==> src/rtl/pidc_pkg.sv <==
// Shared types and constants of the incremental/positional PID controller.
package pidc_pkg;

    // Fixed register widths
    localparam int GAIN_W     = 16;
    localparam int CLAMP_W    = 16;
    localparam int LIMIT_W    = 15;
    localparam int SUM_W      = 16;
    localparam int CFG_ADDR_W = 3;
    localparam int CFG_DATA_W = 16;

    // Register indexes of the configuration port
    localparam logic [CFG_ADDR_W-1:0] REG_PID_FORM    = 3'd0;
    localparam logic [CFG_ADDR_W-1:0] REG_PROP_GAIN   = 3'd1;
    localparam logic [CFG_ADDR_W-1:0] REG_INTEG_GAIN  = 3'd2;
    localparam logic [CFG_ADDR_W-1:0] REG_DERIV_GAIN  = 3'd3;
    localparam logic [CFG_ADDR_W-1:0] REG_DRIVE_MAX   = 3'd4;
    localparam logic [CFG_ADDR_W-1:0] REG_DRIVE_MIN   = 3'd5;
    localparam logic [CFG_ADDR_W-1:0] REG_INTEG_LIMIT = 3'd6;

    // Controller forms
    localparam logic FORM_INCREMENTAL = 1'b0;
    localparam logic FORM_POSITIONAL  = 1'b1;

    // Input actions
    localparam logic ACT_STEP  = 1'b0;
    localparam logic ACT_CLEAR = 1'b1;

    // Reset values of the registers
    localparam logic [CLAMP_W-1:0] DRIVE_MAX_RST   = 16'h7FFF;
    localparam logic [CLAMP_W-1:0] DRIVE_MIN_RST   = 16'h8000;
    localparam logic [LIMIT_W-1:0] INTEG_LIMIT_RST = 15'd19660;

    // Configuration register set
    typedef struct packed {
        logic                       pid_form;
        logic [GAIN_W-1:0]          prop_gain;
        logic [GAIN_W-1:0]          integ_gain;
        logic [GAIN_W-1:0]          deriv_gain;
        logic signed [CLAMP_W-1:0]  drive_max;
        logic signed [CLAMP_W-1:0]  drive_min;
        logic [LIMIT_W-1:0]         integ_limit;
    } cfg_t;

endpackage

==> src/rtl/pidc_step.sv <==
// One controller step: error, gain products, accumulation, clamps and next state.
module pidc_step #(
    parameter int DATA_WIDTH = 16,
    parameter int FRAC_BITS  = 8
) (
    input  pidc_pkg::cfg_t                                    cfg,
    input  logic                                              action,
    input  logic signed [DATA_WIDTH-1:0]                      setpoint,
    input  logic signed [DATA_WIDTH-1:0]                      measured,
    input  logic signed [DATA_WIDTH:0]                        last_error,
    input  logic signed [DATA_WIDTH:0]                        prior_error,
    input  logic signed [pidc_pkg::SUM_W-1:0]                 error_sum,
    input  logic signed [pidc_pkg::CLAMP_W+FRAC_BITS-1:0]     drive_acc,
    output logic signed [DATA_WIDTH:0]                        last_error_next,
    output logic signed [DATA_WIDTH:0]                        prior_error_next,
    output logic signed [pidc_pkg::SUM_W-1:0]                 error_sum_next,
    output logic signed [pidc_pkg::CLAMP_W+FRAC_BITS-1:0]     drive_acc_next,
    output logic signed [DATA_WIDTH-1:0]                      drive_next
);

    localparam int EW  = DATA_WIDTH + 1;
    localparam int TW  = DATA_WIDTH + 3;
    localparam int OW  = (TW > pidc_pkg::SUM_W) ? TW : pidc_pkg::SUM_W;
    localparam int PW  = OW + pidc_pkg::GAIN_W + 1;
    localparam int AW  = pidc_pkg::CLAMP_W + FRAC_BITS;
    localparam int SW0 = (PW > AW) ? PW : AW;
    localparam int SW  = SW0 + 2;

    logic signed [EW-1:0] err;
    logic signed [TW-1:0] diff1;
    logic signed [TW-1:0] diff2;
    logic signed [SW-1:0] sum_raw;
    logic signed [SW-1:0] sum_lim;
    logic signed [SW-1:0] sum_clamp;
    logic signed [pidc_pkg::SUM_W-1:0] sum_new;
    logic signed [OW-1:0] op_p;
    logic signed [OW-1:0] op_i;
    logic signed [OW-1:0] op_d;
    logic signed [PW-1:0] prod_p;
    logic signed [PW-1:0] prod_i;
    logic signed [PW-1:0] prod_d;
    logic signed [SW-1:0] acc_base;
    logic signed [SW-1:0] acc;
    logic signed [SW-1:0] acc_hi;
    logic signed [SW-1:0] acc_lo;
    logic signed [SW-1:0] acc_clamp;
    logic signed [SW-1:0] acc_int;
    logic                 positional;

    assign positional = (cfg.pid_form == pidc_pkg::FORM_POSITIONAL);

    // Error and its differences
    assign err   = EW'(setpoint) - EW'(measured);
    assign diff1 = TW'(err) - TW'(last_error);
    assign diff2 = TW'(err) - (TW'(last_error) <<< 1) + TW'(prior_error);

    // Error sum with symmetric clamp (positional form)
    assign sum_raw = SW'(error_sum) + SW'(err);
    assign sum_lim = SW'($signed({1'b0, cfg.integ_limit}));
    always_comb
    begin
        sum_clamp = sum_raw;
        if (sum_clamp > sum_lim)
            sum_clamp = sum_lim;
        if (sum_clamp < -sum_lim)
            sum_clamp = -sum_lim;
    end
    assign sum_new = sum_clamp[pidc_pkg::SUM_W-1:0];

    // Multiplier operands, shared between the two forms
    assign op_p = positional ? OW'(err)     : OW'(diff1);
    assign op_i = positional ? OW'(sum_new) : OW'(err);
    assign op_d = positional ? OW'(diff1)   : OW'(diff2);

    // Gain products, exact in Q.FRAC_BITS
    assign prod_p = PW'(op_p) * PW'($signed({1'b0, cfg.prop_gain}));
    assign prod_i = PW'(op_i) * PW'($signed({1'b0, cfg.integ_gain}));
    assign prod_d = PW'(op_d) * PW'($signed({1'b0, cfg.deriv_gain}));

    // Accumulate; incremental form builds on the stored accumulator
    assign acc_base = positional ? '0 : SW'(drive_acc);
    assign acc      = acc_base + SW'(prod_p) + SW'(prod_i) + SW'(prod_d);

    // Drive clamp, upper bound tested first
    assign acc_hi = SW'($signed(cfg.drive_max)) <<< FRAC_BITS;
    assign acc_lo = SW'($signed(cfg.drive_min)) <<< FRAC_BITS;
    always_comb
    begin
        if (acc > acc_hi)
            acc_clamp = acc_hi;
        else if (acc < acc_lo)
            acc_clamp = acc_lo;
        else
            acc_clamp = acc;
    end
    assign acc_int = acc_clamp >>> FRAC_BITS;

    // Next state and drive; clear zeroes everything
    always_comb
    begin
        if (action == pidc_pkg::ACT_CLEAR)
        begin
            last_error_next  = '0;
            prior_error_next = '0;
            error_sum_next   = '0;
            drive_acc_next   = '0;
            drive_next       = '0;
        end
        else
        begin
            last_error_next  = err;
            prior_error_next = positional ? prior_error : last_error;
            error_sum_next   = positional ? sum_new : error_sum;
            drive_acc_next   = acc_clamp[AW-1:0];
            drive_next       = acc_int[DATA_WIDTH-1:0];
        end
    end

endmodule

==> src/rtl/pid_controller_incremental_positional_core.sv <==
// Top level of the incremental/positional PID controller core.
//
// Input channel (in_valid/in_ready) carries one transaction per control step:
// action selects a step or a clear, setpoint and measured are signed integers.
// Output channel (out_valid/out_ready) returns one drive value per input
// transaction, in order; a clear returns 0.
// Registers are written through cfg_wr_en/cfg_addr/cfg_wdata while the core
// is idle, which binds the user; the core does not enforce it. Writes to
// unused indexes are dropped. Path: an accepted transaction is captured in
// the input register, then in the output register (out_valid) when that is free.
// Throughput: one transaction per cycle while out_ready holds. The step (three
// gain multiplies, sum and clamps) runs combinationally between the input and
// output registers, because the error history and accumulator feed back.
// Stall: the output register holds the result; the input register can still
// take one more transaction, after which in_ready drops until out_ready.
// Reset: clears the pipeline, the error history, the error sum and the
// accumulator, and loads the register defaults.
module pid_controller_incremental_positional_core #(
    parameter int DATA_WIDTH = 16,
    parameter int FRAC_BITS  = 8
) (
    input  logic                                clk,
    input  logic                                rst_n,
    input  logic                                cfg_wr_en,
    input  logic [pidc_pkg::CFG_ADDR_W-1:0]     cfg_addr,
    input  logic [pidc_pkg::CFG_DATA_W-1:0]     cfg_wdata,
    input  logic                                in_valid,
    output logic                                in_ready,
    input  logic                                action,
    input  logic signed [DATA_WIDTH-1:0]        setpoint,
    input  logic signed [DATA_WIDTH-1:0]        measured,
    output logic                                out_valid,
    input  logic                                out_ready,
    output logic signed [DATA_WIDTH-1:0]        drive
);

    localparam int AW = pidc_pkg::CLAMP_W + FRAC_BITS;

    pidc_pkg::cfg_t cfg_reg;

    logic                             s1_valid_reg;
    logic                             s1_action_reg;
    logic signed [DATA_WIDTH-1:0]     s1_setpoint_reg;
    logic signed [DATA_WIDTH-1:0]     s1_measured_reg;

    logic signed [DATA_WIDTH:0]       last_error_reg;
    logic signed [DATA_WIDTH:0]       prior_error_reg;
    logic signed [pidc_pkg::SUM_W-1:0] error_sum_reg;
    logic signed [AW-1:0]             drive_acc_reg;

    logic signed [DATA_WIDTH:0]       last_error_next;
    logic signed [DATA_WIDTH:0]       prior_error_next;
    logic signed [pidc_pkg::SUM_W-1:0] error_sum_next;
    logic signed [AW-1:0]             drive_acc_next;
    logic signed [DATA_WIDTH-1:0]     drive_next;

    logic                             out_valid_reg;
    logic signed [DATA_WIDTH-1:0]     drive_reg;

    logic                             s1_adv;
    logic                             in_acc;

    // Configuration registers
    always_ff @(posedge clk or negedge rst_n)
    begin
        if (!rst_n)
        begin
            cfg_reg.pid_form    <= pidc_pkg::FORM_INCREMENTAL;
            cfg_reg.prop_gain   <= '0;
            cfg_reg.integ_gain  <= '0;
            cfg_reg.deriv_gain  <= '0;
            cfg_reg.drive_max   <= pidc_pkg::DRIVE_MAX_RST;
            cfg_reg.drive_min   <= pidc_pkg::DRIVE_MIN_RST;
            cfg_reg.integ_limit <= pidc_pkg::INTEG_LIMIT_RST;
        end
        else if (cfg_wr_en)
        begin
            case (cfg_addr)
                pidc_pkg::REG_PID_FORM:    cfg_reg.pid_form    <= cfg_wdata[0];
                pidc_pkg::REG_PROP_GAIN:   cfg_reg.prop_gain   <= cfg_wdata;
                pidc_pkg::REG_INTEG_GAIN:  cfg_reg.integ_gain  <= cfg_wdata;
                pidc_pkg::REG_DERIV_GAIN:  cfg_reg.deriv_gain  <= cfg_wdata;
                pidc_pkg::REG_DRIVE_MAX:   cfg_reg.drive_max   <= cfg_wdata;
                pidc_pkg::REG_DRIVE_MIN:   cfg_reg.drive_min   <= cfg_wdata;
                pidc_pkg::REG_INTEG_LIMIT:
                    cfg_reg.integ_limit <= cfg_wdata[pidc_pkg::LIMIT_W-1:0];
                default: ;
            endcase
        end
    end

    // Handshake: stage 1 moves on when the output register is free or drained
    assign s1_adv   = s1_valid_reg && (!out_valid_reg || out_ready);
    assign in_ready = !s1_valid_reg || s1_adv;
    assign in_acc   = in_valid && in_ready;

    // Input register, control
    always_ff @(posedge clk or negedge rst_n)
    begin
        if (!rst_n)
            s1_valid_reg <= 1'b0;
        else if (in_ready)
            s1_valid_reg <= in_valid;
    end

    // Input register, payload
    always_ff @(posedge clk)
    begin
        if (in_acc)
        begin
            s1_action_reg   <= action;
            s1_setpoint_reg <= setpoint;
            s1_measured_reg <= measured;
        end
    end

    // Step datapath
    pidc_step #(
        .DATA_WIDTH (DATA_WIDTH),
        .FRAC_BITS  (FRAC_BITS)
    ) u_step (
        .cfg              (cfg_reg),
        .action           (s1_action_reg),
        .setpoint         (s1_setpoint_reg),
        .measured         (s1_measured_reg),
        .last_error       (last_error_reg),
        .prior_error      (prior_error_reg),
        .error_sum        (error_sum_reg),
        .drive_acc        (drive_acc_reg),
        .last_error_next  (last_error_next),
        .prior_error_next (prior_error_next),
        .error_sum_next   (error_sum_next),
        .drive_acc_next   (drive_acc_next),
        .drive_next       (drive_next)
    );

    // Controller state, updated as each transaction leaves stage 1
    always_ff @(posedge clk or negedge rst_n)
    begin
        if (!rst_n)
        begin
            last_error_reg  <= '0;
            prior_error_reg <= '0;
            error_sum_reg   <= '0;
            drive_acc_reg   <= '0;
        end
        else if (s1_adv)
        begin
            last_error_reg  <= last_error_next;
            prior_error_reg <= prior_error_next;
            error_sum_reg   <= error_sum_next;
            drive_acc_reg   <= drive_acc_next;
        end
    end

    // Output register, control
    always_ff @(posedge clk or negedge rst_n)
    begin
        if (!rst_n)
            out_valid_reg <= 1'b0;
        else if (!out_valid_reg || out_ready)
            out_valid_reg <= s1_valid_reg;
    end

    // Output register, payload
    always_ff @(posedge clk)
    begin
        if (s1_adv)
            drive_reg <= drive_next;
    end

    assign out_valid = out_valid_reg;
    assign drive     = drive_reg;

endmodule

==> config.mk <==
export PLATFORM = sky130hd
export DESIGN_NAME = pid_controller_incremental_positional_core
export DESIGN_NICKNAME = d
export VERILOG_FILES = /design/src/rtl/pidc_pkg.sv /design/src/rtl/pidc_step.sv /design/src/rtl/pid_controller_incremental_positional_core.sv
export SDC_FILE = /design/constraint.sdc
export NUM_CORES = 2
export LEC_CHECK = 0
export BUFFER_PORTS_ARGS = -buffer_cell sky130_fd_sc_hd__buf_4
export CAP_MARGIN = 10
export CELL_PAD_IN_SITES_DETAIL_PLACEMENT = 1
export CELL_PAD_IN_SITES_GLOBAL_PLACEMENT = 1
export CORE_ASPECT_RATIO = 0.75
export CORE_MARGIN = 2
export CORE_UTILIZATION = 40
export CTS_CLUSTER_DIAMETER = 120
export DETAILED_ROUTE_END_ITERATION = 7
export GPL_ROUTABILITY_DRIVEN = 1
export PLACE_DENSITY = 0.71
export SLEW_MARGIN = 20
export SYNTH_ARGS = -nofsm -noshare
export SYNTH_HDL_FRONTEND = slang
export SYNTH_HIERARCHICAL = 1
export SYNTH_SLANG_ARGS = --single-unit
==> constraint.sdc <==
create_clock -name clk -period 23.7 [get_ports clk]
set_input_delay 4.74 -clock clk [delete_from_list [all_inputs] [get_ports clk]]
set_output_delay 4.74 -clock clk [all_outputs]
set_load 0.01 [all_outputs]
Word-level counts from Yosys, hierarchy flattened
Index checks and enable logic that the tools add are counted.
{ "classes": {"reduce_logical": 17, "magnitude_cmp": 4, "n_bitwise": 0, "mux": 14, "n_eq_ne": 7, "shifts": 0, "div_mod_pow": 0, "multipliers": 3, "n_addsub": 9} }
{ "op_table": {"columns": ["operator", "count"], "rows": [
  ["adder 38 x 36 -> 38 bit", 3],
  ["multiplier 19 x 17 -> 36 bit", 3],
  ["2-to-1 mux 38 bit", 2],
  ["2-to-1 mux 24 bit", 3],
  ["2-to-1 mux 19 bit", 3],
  ["2-to-1 mux 17 bit", 3],
  ["2-to-1 mux 16 bit", 3],
  ["> comparator 38 x 16 -> 1 bit", 1],
  ["> comparator 38 x 24 -> 1 bit", 1],
  ["less-than comparator 38 x 24 -> 1 bit", 1],
  ["less-than comparator 38 bit", 1],
  ["negation 15 -> 38 bit", 1],
  ["adder 19 x 17 -> 19 bit", 1],
  ["subtractor 17 x 18 -> 19 bit", 1],
  ["adder 16 x 17 -> 18 bit", 1],
  ["AND reduction 2 bit", 9],
  ["subtractor 17 x 17 -> 18 bit", 1],
  ["subtractor 16 x 16 -> 17 bit", 1],
  ["equality test 3 bit, second input constant", 3],
  ["equality test 3 x 2 -> 1 bit, second input constant", 2],
  ["equality test 3 x 1 -> 1 bit, second input constant", 1],
  ["zero test 3 bit", 1],
  ["logical AND 1 bit", 2],
  ["zero test 1 bit", 2],
  ["3 further kinds", 4]
]} }
{ "totals": {"wordCells": 71, "n_memories": 0, "in_bits": 57, "regBits": 221, "out_inout_bits": 18, "ramBits": 0, "romBits": 0, "latchBits": 0} }

Logic depth before layout (Yosys ltp)
{ "depth": {"word_depth": 14, "depth_mapped": 86, "ltp_nobuf": 80} }

Hierarchy
The synthesis kept the hierarchy.
{ "modules_own_cells": {"columns": ["mod", "area_per_inst_um2", "cells_each", "seq_area_each_um2", "instances"], "rows": [
  ["pidc_step", 45751.4, 5254, 0.0, 1],
  ["pid_controller_incremental_positional_core", 7982.7, 423, 5804.3, 1]
]} }

Least setup slack after synthesis
No wires, ideal clock.
{ "synth_path": {"path_kind": "register -> register", "startpoint": "register s1_measured_reg[1]", "endpoint": "register drive_reg[10] (netlist: drive[10]) (data pin)", "path_stages_with_launch": 78, "setup_time_ps": 251, "arrival_time_ps": 17707, "synth_period_minus_slack_ps": 17958, "slack_ps": 5742, "t_required_ps": 23449, "n_path_buf": 6, "path_cell_list": "edfxtp_1 inv_1 ha_1 nor2b_1 o21ai_0 a21boi_0 o21ai_0 a21boi_0 o2111ai_1 a31oi_1 a2111oi_0 nor3_1 clkbuf_1 ha_1 inv_1 a21oi_1 nor3_1 nor2_1 [42 not listed] o21ai_0 a211o_1 a21o_1 a21oi_1 xnor2_1 ha_1 a21o_1 a21o_1 a21oi_1 o21bai_1 a2111oi_0 a21oi_1 a2111oi_0 nor2_1 clkbuf_1 a21oi_1 a21oi_1 buf_4"} }
{ "synth_via": {"elab_chain_len": 13, "elab_cells_between_ends": 22, "cone_classes": "add/sub: 8; mul: 3; order compare: 4; mux: 7"} }
{ "synth_lines": {"columns": ["item", "line_no", "source"], "rows": [
  ["start, declared", "pid_controller_incremental_positional_core.sv:44", "logic signed [DATA_WIDTH-1:0] s1_measured_reg;"],
  ["start signal, assigned", "pid_controller_incremental_positional_core.sv:113", "s1_measured_reg <= measured;"],
  ["subtractor 16 x 16 -> 17 bit *", "pidc_step.sv:53", "assign err = EW'(setpoint) - EW'(measured);"],
  ["adder 16 x 17 -> 18 bit", "pidc_step.sv:58", "assign sum_raw = SW'(error_sum) + SW'(err);"],
  ["> comparator 38 x 16 -> 1 bit", "pidc_step.sv:63", "if (sum_clamp > sum_lim)"],
  ["2-to-1 mux 38 bit", "pidc_step.sv:63", null],
  ["less-than comparator 38 bit", "pidc_step.sv:65", "if (sum_clamp < -sum_lim)"],
  ["2-to-1 mux 16 bit", "pidc_step.sv:65", null],
  ["2-to-1 mux 19 bit", "pidc_step.sv:72", "assign op_i = positional ? OW'(sum_new) : OW'(err);"],
  ["multiplier 19 x 17 -> 36 bit", "pidc_step.sv:77", "assign prod_i = PW'(op_i) * PW'($signed({1'b0, cfg.integ_gain}));"],
  ["adder 38 x 36 -> 38 bit", "pidc_step.sv:82", "assign acc = acc_base + SW'(prod_p) + SW'(prod_i) + SW'(prod_d);"],
  ["adder 38 x 36 -> 38 bit *", "pidc_step.sv:82", null],
  ["less-than comparator 38 x 24 -> 1 bit", "pidc_step.sv:91", "else if (acc < acc_lo)"],
  ["2-to-1 mux 24 bit", "pidc_step.sv:91", null],
  ["2-to-1 mux 24 bit *", "pidc_step.sv:89", "if (acc > acc_hi)"],
  ["end signal, assigned", "pid_controller_incremental_positional_core.sv:169", "drive_reg <= drive_next;"],
  ["end, declared", "pid_controller_incremental_positional_core.sv:58", "logic signed [DATA_WIDTH-1:0] drive_reg;"]
]} }
Every way passes the cells marked *; elsewhere a longest branch is shown, timed or not.
A chain may end at the register's enable or synchronous reset.

Final worst setup path
{ "layout_path": {"startpoint": "register s1_measured_reg[1]", "endpoint": "register drive_acc_reg[21]"} }
{ "layout_via": {"elab_chain_len": 14, "elab_cells_between_ends": 23, "cone_classes": "add/sub: 8; mul: 3; order compare: 4; mux: 8"} }
{ "layout_lines": {"columns": ["item", "line_no", "source"], "rows": [
  ["subtractor 16 x 16 -> 17 bit *", "pidc_step.sv:53", null],
  ["adder 16 x 17 -> 18 bit", "pidc_step.sv:58", null],
  ["> comparator 38 x 16 -> 1 bit", "pidc_step.sv:63", null],
  ["2-to-1 mux 38 bit", "pidc_step.sv:63", null],
  ["less-than comparator 38 bit", "pidc_step.sv:65", null],
  ["2-to-1 mux 16 bit", "pidc_step.sv:65", null],
  ["2-to-1 mux 19 bit", "pidc_step.sv:72", null],
  ["multiplier 19 x 17 -> 36 bit", "pidc_step.sv:77", null],
  ["adder 38 x 36 -> 38 bit", "pidc_step.sv:82", null],
  ["adder 38 x 36 -> 38 bit *", "pidc_step.sv:82", null],
  ["less-than comparator 38 x 24 -> 1 bit", "pidc_step.sv:91", null],
  ["2-to-1 mux 24 bit", "pidc_step.sv:91", null],
  ["2-to-1 mux 24 bit *", "pidc_step.sv:89", null],
  ["2-to-1 mux 24 bit *", "pidc_step.sv:101", "if (action == pidc_pkg::ACT_CLEAR)"],
  ["net drive_acc_next[21]", "pid_controller_incremental_positional_core.sv:54", "logic signed [AW-1:0] drive_acc_next;"],
  ["end signal, assigned", "pid_controller_incremental_positional_core.sv:152", "drive_acc_reg <= drive_acc_next;"],
  ["end, declared", "pid_controller_incremental_positional_core.sv:49", "logic signed [AW-1:0] drive_acc_reg;"]
]} }
The timed path passes the listed nets; every way through them passes the cells marked *.

==> summary.md <==
| Metric | Value |
|---|---|
| Vias per cell | 5.57 |
| GR peak layer | met1 |
| DRC | 0 |
| Final cycle utilization of the critical path | 93.4% |
| Clock Skews | 0.0655 ns |
| Seq/Total Area, Yosys | 10.8% |
| Final Wtd Congestion | 0.940 |
| Share of layout cells above drive strength 1 | 8.90% |
| Worst-case clock buffer depth | 3 |
| CP max stage cell | fa_1 |
| Die H | 321 um |
| Number of library cell types mapped by synthesis | 94 |
| Critical Path Source Type | flip-flop |
| CTS H-tree depth | 1 |
| Die Wd | 427 um |
| Syn. warnings | 6 |
| Slew Limit Fails | 0 |
| # Post-CTS Setup Buffers | 0 |
| Wirelength, routed | 190 mm |
| Total gr overflow | 0 |
| Final period demand of the worst path | 22.13 ns |
| Area Overhead vs Synth | 6.35% |
| Port bufs | 74 |
| Routing usage on met2 | 41.1% |
| Largest stage delay on the critical path | 0.91 ns |
| Yosys top cell area share | 40.3% |
| Most common flop cell mapped by yosys | dfrtp_1 |
| Setup CP Type | flip-flop to flip-flop |
| Final core utilization | 42.8% |
| Synthesized area per cell | 9.47 um2 |
| Crit. End Element | flip-flop |
| Post-route ant nets | 0 |
| Hold-fix buffers, CTS | 0 |
| Cells after Synth | 5677 |
| Synthesized cell area | 53700 um2 |
| Setup ws final | 1.57 ns |
| EDFF count, synth | 49 |
| Req. time, crit path | 24.22 ns |
| CTS tree | yes |
| Layout Nets | 7141 |
| Critical path fanouts, max | 31 |
| Slew HR | 22.7% |
| Root Buffer | clkbuf_16 |
| FMAX | 45.2 MHz |
| Vias in the first global route | 45400 |
| Rows | 116 |
| Number of DRC markers in iteration 0 | 3646 |
| Seq cells post-synth | 221 |
| Initial antenna violation count | 11 |
| Outcome | finished clean |
| Pre-CTS setup slack | 2.01 ns |
| Clock-pin slew on the worst setup and hold paths | 0.07 ns |
| CTS sink count | 221 |
| Number of flip-flops in the largest register | 96 |
| Ranking of synthesized cells by area | fa_1, ha_1, inv_1 |
| Fin. Hold Viols | 0 |
| Commonest non-fill, non-tap cell in the layout | inv_1 |
| Most frequent cells in the layout | inv_1, fa_1, nand2_1, ha_1, and2_1 |
| Post-Syn Nets | 7214 |
| Largest area contributor in the netlist | fa_1 |
| Clock latency on the worst-skew pair | 0.68 ns |
| Wirelength per Cell | 25.7 um |
| Worst Tran Pin Value | 1.16 ns |
| CTS buffer count | 30 |
| Final setup violation count | 0 |
| Crit path max-delay family | compound AO/OA/AOI/OAI gates |
| I/O pins | 75 |
| Worst Hold Class | flip-flop to flip-flop |
| GR Util met3 | 8.05% |
| Setup TNS | 0 ns |
| CP Data Arrival Time | 22.65 ns |
| Die footprint | 137000 um2 |
| Hpwl dp | 160 mm |
| Hold_ws | 0.503 ns |
| Total Routing Usage GR | 28.5% |
| DRT Pass-1 Iters | 6 |
| Most used cell, CP | fa_1 |
| CTS resizes | 0 |
| Largest net degree at the start of global routing | 67 |
| Max cap viols | 0 |
| Starting Density | 40.3% |
| Core footprint | 133000 um2 |
| Met1 Usage GRT | 42.3% |
| Async set-reset flop share out of synthesis | 77.8% |
| RSZ-0062 raised after global routing | false |
| Vias | 41200 |
| Global-route wire length before repair | 294 mm |
| Bufs and invs on worst path | 10 |
[worst register-to-register path: cells and delay by family, from the launching register on]
kind,cells,cell delay [ns]
XOR/XNOR,3,1.22
multiplexers,2,0.80
AND/OR/NAND/NOR,13,2.82
flip-flops,1,0.39
AO/OA/AOI/OAI,31,8.45
buffers and inverters,10,1.40
adder cells (fa/ha/maj),15,6.87
[layout make-up]
cell class	instances	area, um2
diodes	3	7.51
clock buffers	36	825
clock inverters	20	170
fillers	15200	76200
inverters	1282	4810
multi-input cells	3905	42100
flip-flops and latches	221	5810
well taps	1770	2210
repair buffers	164	1250
[cell families (layout without fill, tap and decap cells)]
kind of cell	Yosys count	after routing	share of synthesized area [%]
AO/OA/AOI/OAI	568	568	7.29
adder cells (fa/ha/maj)	1480	1480	49.6
other	0	3	0
AND/OR/NAND/NOR	1524	1524	14.8
multiplexers	239	239	4.89
XOR/XNOR	94	94	1.53
flip-flops	221	221	10.8
buffers and inverters	1551	1502	11.1
[path summary, 6_finish.rpt]
check                                                 end  slack [ns]                         start  depth (start not counted)
setup / recovery            drive_acc_reg[21]$_DFFE_PN0P_        1.57  s1_measured_reg[1]$_DFFE_PP_                         74
max in group asynchronous  prior_error_reg[5]$_DFFE_PN0P_       18.10                         rst_n                          2
hold reg to reg              drive_acc_reg[0]$_DFFE_PN0P_        0.50  drive_acc_reg[0]$_DFFE_PN0P_                          1
setup reg to reg            drive_acc_reg[21]$_DFFE_PN0P_        1.57  s1_measured_reg[1]$_DFFE_PP_                         74
hold / removal               drive_acc_reg[0]$_DFFE_PN0P_        0.50  drive_acc_reg[0]$_DFFE_PN0P_                          1
min in group asynchronous         cfg_reg[21]$_DFFE_PN0P_        4.11                         rst_n                          1
[metrics by stage]
step / instance area (um2) / std cells
4_1_cts: 57100 / 7398
3_3_place_gp: 56100 / 7342
3_5_place_dp: 56100 / 7342
2_1_floorplan: 53700 / 5677
5_1_grt: 57100 / 7398
6_report: 57100 / 7401
[synth_stat cells (all sizes together), types with 23 or more instances]
master,count
o31ai,39
ha,397
a21boi,23
xnor2,66
and2,280
nor3,72
dfrtp,149
a21o,67
buf,69
nand2,426
or3,23
fa,1083
o21ai,98
and3,131
dfstp,23
inv,1279
xor2,28
mux2i,55
o21a,47
and4,29
nor2b,49
edfxtp,49
nand3,101
nor2,244
a21oi,125
clkbuf,200
nand4,54
mux2,184
[layer usage]
metal	vias up	wire, um
met5	-	27
met4	4	3890
met3	200	20000
met2	1570	79700
met1	21900	86500
li1	17600	-
Power is not shown: default switching activity piles up to over one toggle a cycle in this logic, so the estimate is an artifact.
